`src/rebnf_pkg.sv`:
```
// ----------------------------------------------------------------------------
// rebnf_pkg
// Shared types, constants and helpers for the random-erase noise fill block.
// ----------------------------------------------------------------------------
`default_nettype none

package rebnf_pkg;

  // Noise tile side, a power of two; the store holds one full tile.
  localparam int NOISE_SIDE  = 64;
  localparam int NOISE_SW    = $clog2(NOISE_SIDE);
  localparam int NOISE_DEPTH = NOISE_SIDE * NOISE_SIDE;
  localparam int NOISE_AW    = $clog2(NOISE_DEPTH);
  localparam int MAX_DIM     = 4096;
  localparam int CHANNELS    = 3;

  localparam int PIX_W   = 8;
  localparam int WORD_W  = 3 * PIX_W;
  localparam int COORD_W = 12;
  localparam int DIM_W   = 13;
  localparam int IMG_W   = 10;
  localparam int ADDR_W  = 12;
  localparam int CFG_IW  = 3;

  typedef enum logic {
    OP_PIXEL = 1'b0,
    OP_LOAD  = 1'b1
  } op_t;

  typedef enum logic [CFG_IW-1:0] {
    CFG_BOX_LEFT   = 3'd0,
    CFG_BOX_TOP    = 3'd1,
    CFG_BOX_RIGHT  = 3'd2,
    CFG_BOX_BOTTOM = 3'd3,
    CFG_ROI_X      = 3'd4,
    CFG_ROI_Y      = 3'd5,
    CFG_ROI_WIDTH  = 3'd6,
    CFG_ROI_HEIGHT = 3'd7
  } cfg_reg_t;

  // Clamped erase box, ready for compare against pixel coordinates.
  typedef struct packed {
    logic [DIM_W-1:0] left;
    logic [DIM_W-1:0] right;
    logic [DIM_W-1:0] top;
    logic [DIM_W-1:0] bottom;
    logic             nonempty;
  } box_t;

  // lo if v < lo, else v if v < hi, else hi
  function automatic logic [DIM_W-1:0] clamp_range(input logic [DIM_W-1:0] v,
                                                   input logic [DIM_W-1:0] lo,
                                                   input logic [DIM_W-1:0] hi);
    logic [DIM_W-1:0] r;
    if (v < lo) begin
      r = lo;
    end else if (v < hi) begin
      r = v;
    end else begin
      r = hi;
    end
    return r;
  endfunction

endpackage

`default_nettype wire

```
`src/rebnf_box.sv`:
```
// ----------------------------------------------------------------------------
// rebnf_box
// Configuration registers and registered clamp of the erase box.
// ----------------------------------------------------------------------------
`default_nettype none

module rebnf_box (
  input  wire logic                          clk,
  input  wire logic                          rst_n,
  input  wire logic                          cfg_we,
  input  wire logic [rebnf_pkg::CFG_IW-1:0]  cfg_index,
  input  wire logic [rebnf_pkg::DIM_W-1:0]   cfg_data,
  output rebnf_pkg::box_t                    box
);

  logic [rebnf_pkg::COORD_W-1:0] box_left_r, box_top_r, box_right_r, box_bottom_r;
  logic [rebnf_pkg::COORD_W-1:0] roi_x_r, roi_y_r;
  logic [rebnf_pkg::DIM_W-1:0]   roi_width_r, roi_height_r;
  logic [rebnf_pkg::DIM_W-1:0]   left_c, top_c, right_c, bottom_c;
  rebnf_pkg::box_t               box_r, box_nxt;

  always_ff @(posedge clk) begin
    if (!rst_n) begin
      box_left_r   <= '0;
      box_top_r    <= '0;
      box_right_r  <= '0;
      box_bottom_r <= '0;
      roi_x_r      <= '0;
      roi_y_r      <= '0;
      roi_width_r  <= rebnf_pkg::DIM_W'(rebnf_pkg::MAX_DIM);
      roi_height_r <= rebnf_pkg::DIM_W'(rebnf_pkg::MAX_DIM);
    end else if (cfg_we) begin
      unique case (rebnf_pkg::cfg_reg_t'(cfg_index))
        rebnf_pkg::CFG_BOX_LEFT:   box_left_r   <= cfg_data[rebnf_pkg::COORD_W-1:0];
        rebnf_pkg::CFG_BOX_TOP:    box_top_r    <= cfg_data[rebnf_pkg::COORD_W-1:0];
        rebnf_pkg::CFG_BOX_RIGHT:  box_right_r  <= cfg_data[rebnf_pkg::COORD_W-1:0];
        rebnf_pkg::CFG_BOX_BOTTOM: box_bottom_r <= cfg_data[rebnf_pkg::COORD_W-1:0];
        rebnf_pkg::CFG_ROI_X:      roi_x_r      <= cfg_data[rebnf_pkg::COORD_W-1:0];
        rebnf_pkg::CFG_ROI_Y:      roi_y_r      <= cfg_data[rebnf_pkg::COORD_W-1:0];
        rebnf_pkg::CFG_ROI_WIDTH:  roi_width_r  <= cfg_data;
        rebnf_pkg::CFG_ROI_HEIGHT: roi_height_r <= cfg_data;
        default: ;
      endcase
    end
  end

  // right and bottom clamp against the already clamped left and top
  always_comb begin
    left_c   = rebnf_pkg::clamp_range({1'b0, box_left_r}, {1'b0, roi_x_r}, roi_width_r);
    top_c    = rebnf_pkg::clamp_range({1'b0, box_top_r}, {1'b0, roi_y_r}, roi_height_r);
    right_c  = rebnf_pkg::clamp_range({1'b0, box_right_r}, left_c, roi_width_r);
    bottom_c = rebnf_pkg::clamp_range({1'b0, box_bottom_r}, top_c, roi_height_r);
    box_nxt.left     = left_c;
    box_nxt.right    = right_c;
    box_nxt.top      = top_c;
    box_nxt.bottom   = bottom_c;
    box_nxt.nonempty = (left_c <= right_c) && (top_c <= bottom_c);
  end

  always_ff @(posedge clk) begin
    box_r <= box_nxt;
  end

  assign box = box_r;

endmodule

`default_nettype wire

```
`config.mk`:
```
export PLATFORM = sky130hd
export DESIGN_NAME = rebnf_box
export DESIGN_NICKNAME = d
export VERILOG_FILES = /design/src/rebnf_pkg.sv /design/src/rebnf_box.sv
export SDC_FILE = /design/constraint.sdc
export NUM_CORES = 1
export LEC_CHECK = 0
export ABC_AREA = 1
export BUFFER_PORTS_ARGS = -buffer_cell sky130_fd_sc_hd__buf_2
export CORE_MARGIN = 8
export CORE_UTILIZATION = 35
export CTS_BUF_LIST = sky130_fd_sc_hd__clkbuf_4
export CTS_CLUSTER_DIAMETER = 150
export DETAILED_ROUTE_END_ITERATION = 12
export HOLD_SLACK_MARGIN = 0.1
export PLACE_DENSITY = 0.59
export SLEW_MARGIN = 20
export SYNTH_ARGS = -nofsm -noshare
export SYNTH_HDL_FRONTEND = slang
export SYNTH_SLANG_ARGS = --single-unit
```
`constraint.sdc`:
```
create_clock -name clk -period 7.35 [get_ports clk]
set_input_delay 1.47 -clock clk [delete_from_list [all_inputs] [get_ports clk]]
set_output_delay 1.47 -clock clk [all_outputs]
set_load 0.005 [all_outputs]
```
==> run metrics, run 1 <==
Die Area=0.0296 sq mm; Hold Path Cell Cnt=2; vias in the first global route=6680; Placer Congestion=0.845; estimated wirelength of the detail-placed design=17100 microns; initial detailed-routing violation count=408; Clock transition at path regs=140 ps; Post-CTS Hold Buffers=0; Final Hold Fails=0; Final min period=5610 ps; die width=172 microns; gr usage total=15.3%; clk_skew=32.3 ps; # H-tree levels=4; final setup fails=0; Slew Viols, Final=0; Post-Syn Instances=1165; cell area after synthesis=0.00852 sq mm; drt drc=0; Peak Freq=178 MHz; area delta synth->final=10.4%; type of origin of the critical path=flip-flop; Synth area leader=dfxtp_1; first-pass GRT wire length=35700 microns; area of the core=0.0241 sq mm; element type at the critical path end=flip-flop; Pwr per Cell Area=228 mW/mm^2; Least-Margin Pin Slew=905 ps; CTS root buf=clkbuf_4; initial antenna violation count=2; largest net degree at the start of global routing=99; fillers=2565; CTS tree=done; Final Cycle Share=76.3%; CP max-delay cell=o21ai_0; outcome=complete, no violations; Initial Utilization=35.3%; WP data arrival=6120 ps; Yosys Warn Count=0; Non-Filler Instances=1563; CP bufs+invs=4; CP most frequent cell=nand2_1; Leak Pwr=4.44 nW; DR WL/cell=14.4 microns; worst reg2reg setup slack=1740 ps; max cap viols=0; Synth area leaders=dfxtp_1 35%, ha_1 15%, o21ai_0 9.4%, nand2_1 8.7%, inv_1 7.9%; Max VDD drop=0.0878 mV; max incr delay on CP=740 ps; CP required=7860 ps; Synth Register Bits=151; 1st-pass router iterations=5; hold slack=482 ps; CTS resizes=0; via count=7531; nets@finish=1348; FF-to-FF path depth=25; Routed Antenna Nets=0; Synth cell types=37; Via density=4.82; grt ovf=0; crit path max fanout=29; DP Cell Count=1530; row cnt=57; Max-slew headroom=39.6%; clk buf depth=2; Largest register FFs=53; RSZ-0062 raised after global routing=no; layout cells sized above 1=11.1%; area share of the largest cell type after synthesis=35.5%; Hold Path Class=reg2reg; Top delay family on crit path=compound AO/OA/AOI/OAI gates; WS Path Type=reg2reg; Levels on crit path=25; Sum Neg Setup Slack=0 ps; sequential-to-total area share from yosys stat=35.5%; die height=172 microns; average size of a mapped cell=7.31 sq um; I/O pin count=72; Sink Count=151; Post-CTS Setup Inserts=0; final wirelength=22500 microns; CTS buffer count=17; clk_lat worst skew=590 ps; IO Port Bufs=71
-- Yosys cell counts, drive strengths merged --
master and number:
a21o 2, conb 2, nand2 208, a31oi 1
o21a 2, nand3 52, o211ai 23, a21oi 106
clkinv 1, nand4 13, o21ai 161, o31ai 1
nand3b 4, clkbuf 31, buf 8, inv 181
a211oi 3, o21bai 5, nor3 6, o221a 2
or2 1, a221oi 1, nor2 96, ha 104
dfxtp 151
-- path summary, 6_finish.rpt --
| check | from | endpoint |
|---|---|---|
| max | roi_y_r[11]$_SDFFE_PN0P_ | box[0]$_DFF_P_ |
| min | roi_x_r[9]$_SDFFE_PN0P_ | roi_x_r[9]$_SDFFE_PN0P_ |
| max reg2reg | roi_y_r[11]$_SDFFE_PN0P_ | box[0]$_DFF_P_ |
| min reg2reg | roi_x_r[9]$_SDFFE_PN0P_ | roi_x_r[9]$_SDFFE_PN0P_ |
-- final cells by class --
class / instances / area [sq um] / area share (%)
Multi-Input combinational cell: 799 / 4660 / 49.5
Sequential cell: 151 / 3020 / 32.1
Inverter: 182 / 683 / 7.26
Tap cell: 324 / 405 / 4.31
Timing Repair Buffer: 74 / 378 / 4.02
Clock inverter: 15 / 130 / 1.38
Clock buffer: 17 / 128 / 1.36
Antenna cell: 1 / 2.50 / 0.0266
-- routing by layer --
metal  part of all wire, %  wire (microns)  up-vias  track usage (%)
met3                   5.1            1160       29             2.60
li1                      -               -     3957                -
met2                    44            9930      149             23.9
met4                   1.4             322        2             4.42
met1                    49           11100     3394             21.4
met5                 0.053              12        -                0
-- stage by stage --
stage	setup slack, ps	utilization (%)	cell area [sq um]	power, mW
after global routing	1090	39.0	9410	2.32
after CTS	1790	39.0	9400	2.17
after floorplan	3180	-	8540	1.45
final	1740	39.0	9410	2.14
after detailed placement	1840	37.9	9150	1.67
after global placement	1860	37.9	9150	1.66
-- kinds of logic after synthesis --
logic type / Yosys count / share of synthesized area, %
AO/OA/AOI/OAI: 307 / 19.5
adder cells (fa/ha/maj): 104 / 15.3
buffers and inverters: 221 / 10.1
flip-flops: 151 / 35.5
other: 2 / 0.0882
AND/OR/NAND/NOR: 380 / 19.6
-- power breakdown --
group,internal [mW],total (mW),switching (mW),leakage (nW)
Sequential,0.912,0.942,0.0299,1.23
Combinational,0.254,0.707,0.453,3.07
Clock,0.146,0.494,0.348,0.132
Total,1.31,2.14,0.830,4.44
-- cell usage in the layout (no fill, tap or decap), types with 4 or more instances in the layout --
master / n
a21oi_1: 104
buf_2: 71
clkbuf_4: 17
clkinvlp_4: 4
conb_1: 8
dfxtp_1: 151
ha_1: 104
inv_1: 179
inv_6: 6
nand2_1: 197
nand2_2: 9
nand3_1: 42
nand3_2: 8
nand3b_1: 4
nand4_1: 13
nor2_1: 92
nor3_1: 6
o211ai_1: 23
o21ai_0: 160
o21bai_1: 5
-- tightest hold or removal path, cell delays in order, from the launching register on --
cell and delay (ps):
dfxtp_1 330, inv_1 70, a21oi_1 60
Note: power is estimated with default switching activity, not from simulation.
==> run 2: changes to the inputs <==
==> constraint.sdc (replaced) <==
create_clock -name clk -period 5.31 [get_ports clk]
set_input_delay 1.062 -clock clk [delete_from_list [all_inputs] [get_ports clk]]
set_output_delay 1.062 -clock clk [all_outputs]
set_load 0.005 [all_outputs]
==> run 2 against run 1 <==
  * Die area unchanged
  * Utilization is 0.62 points higher
  * Critical path type unchanged
  * Fmax rose by 18%
  * Routed wire length grew 0.11%
  * Critical endpoint unchanged
  * Critical path depth increased by 7
==> run metrics, run 2 (synthesis gave the netlist of run 1 again) <==
Final min period=4770 ps (-836 ps); final setup fails=0 (unchanged); initial antenna violation count=1 (-1); nets@finish=1357 (+0.67%); type of origin of the critical path=flip-flop; Final Hold Fails=0 (unchanged); final core occ=39.6% (+0.62 points); gr usage total=15.7% (+0.31 points); Place WS=270 ps (-1570 ps); clk_skew=18.5 ps (-13.8 ps); CP bufs+invs=7 (+3); final wirelength=22600 microns (+0.11%); element type at the critical path end=flip-flop; DR WL/cell=14.3 microns (-0.47%); leading cell types in the layout, fill and taps excluded=196 x nand2_1, 178 x inv_1, 154 x o21ai_0; IO Port Bufs=71 (unchanged); CTS root buf=clkbuf_4; area delta synth->final=12.2%; Sum Neg Setup Slack=0 ps (unchanged); Max-slew headroom=31.9% (-7.8 points); Peak Freq=210 MHz (+18%); die width=172 microns (unchanged); DP Cell Count=1539 (+0.59%); die height=172 microns (unchanged); outcome=complete, no violations; worst reg2reg setup slack=540 ps (-1200 ps); CP required=5850 ps (-2010 ps); Clock transition at path regs=150 ps (about the same); Placer Congestion=0.864 (+2.2%); CP most frequent cell=nand2_1; estimated wirelength of the detail-placed design=17200 microns (+0.96%); # H-tree levels=4 (unchanged); clk buf depth=2 (unchanged); Routed Antenna Nets=0 (unchanged); most common cell after layout, fill and taps aside=nand2_1; Initial Utilization=35.3% (unchanged); layout cells sized above 1=11.9% (+0.80 points); Max VDD drop=0.164 mV (+86%); clk_lat worst skew=570 ps (-20 ps); Pwr per Cell Area=327 mW/mm^2 (+43%); CP max-delay cell=dfxtp_1; row cnt=57 (unchanged); WS Path Type=reg2reg; Post-CTS Hold Buffers=0 (unchanged); 1st-pass router iterations=5 (unchanged); Non-Filler Instances=1572 (+0.58%); area of the core=0.0241 sq mm (unchanged); total power=3.12 mW (+46%); Sink Count=151 (unchanged); CTS tree=done; Top delay family on crit path=compound AO/OA/AOI/OAI gates; Leak Pwr=4.52 nW (+1.9%); I/O pin count=72 (unchanged); Least-Margin Pin Slew=1020 ps (+117 ps); Via density=4.77 (-0.94%); vias in the first global route=6972 (+4.4%); final setup margin=540 ps (-1200 ps); drt drc=0 (unchanged); first-pass GRT wire length=36600 microns (+2.7%); CTS buffer count=17 (unchanged); initial detailed-routing violation count=519 (+27%); WP data arrival=5310 ps (-810 ps); max incr delay on CP=360 ps (-380 ps); via count=7503 (-0.37%); Largest register FFs=53 (unchanged); Slew Viols, Final=0 (unchanged); Final Cycle Share=89.8% (+14 points); Die Area=0.0296 sq mm (unchanged); largest net degree at the start of global routing=64 (-35%); Hold Path Class=reg2reg; RSZ-0062 raised after global routing=no; crit path max fanout=20 (-31%); fillers=2555 (-0.39%); max cap viols=0 (unchanged); grt ovf=0 (unchanged)
==> run 2: layer usage <==
metal / vias up / GRT usage, % / wire length, microns
met3: 15 / 2.47 / 881
li1: 3978 / - / -
met5: - / 0 / 0
met1: 3382 / 21.7 / 11300
met4: 0 / 4.27 / 207
met2: 128 / 24.9 / 10100
==> run 2: final cells by class <==
type	instances	area (sq um)	share of cell area, %
antenna	1	2.50	0.0262
multi-input combinational	799	4660	48.8
inverter	182	687	7.19
clock buffer	17	128	1.34
sequential	151	3020	31.6
clock inverter	15	200	2.10
tap	324	405	4.24
timing repair buffer	83	445	4.66
==> run 2: path summary, 6_finish.rpt <==
path,cells after the start,from,endpoint
worst max-delay path,32,roi_width_r[8]$_SDFFE_PN0P_,box[0]$_DFF_P_
worst min register to register,2,roi_x_r[9]$_SDFFE_PN0P_,roi_x_r[9]$_SDFFE_PN0P_
worst min-delay path,2,roi_x_r[9]$_SDFFE_PN0P_,roi_x_r[9]$_SDFFE_PN0P_
worst max register to register,32,roi_width_r[8]$_SDFFE_PN0P_,box[0]$_DFF_P_
==> run 2: worst register-to-register path: cells and delay by family (launching register included) <==
kind                     cells  cell delay (ps)
buffers and inverters        7              660
AND/OR/NAND/NOR             15             1240
AO/OA/AOI/OAI                7             1590
flip-flops                   1              360
adder cells (fa/ha/maj)      3              880
==> run 2: timing repair <==
action,4_1_cts,5_1_grt
gates resized for setup,0,9
setup buffers,0,0
setup endpoints to repair,0,1
==> run 2: power by group <==
group / leakage, nW / internal [mW] / switching (mW)
combinational: 3.12 / 0.368 / 0.621
sequential: 1.23 / 1.26 / 0.0394
clock: 0.171 / 0.346 / 0.484
==> run 2: per-stage QoR <==
step,area [sq um],hold slack (ps)
6_report,9560,488
5_1_grt,9560,524
4_1_cts,9540,490
3_5_place_dp,9210,468
3_3_place_gp,9210,459
2_1_floorplan,8540,444
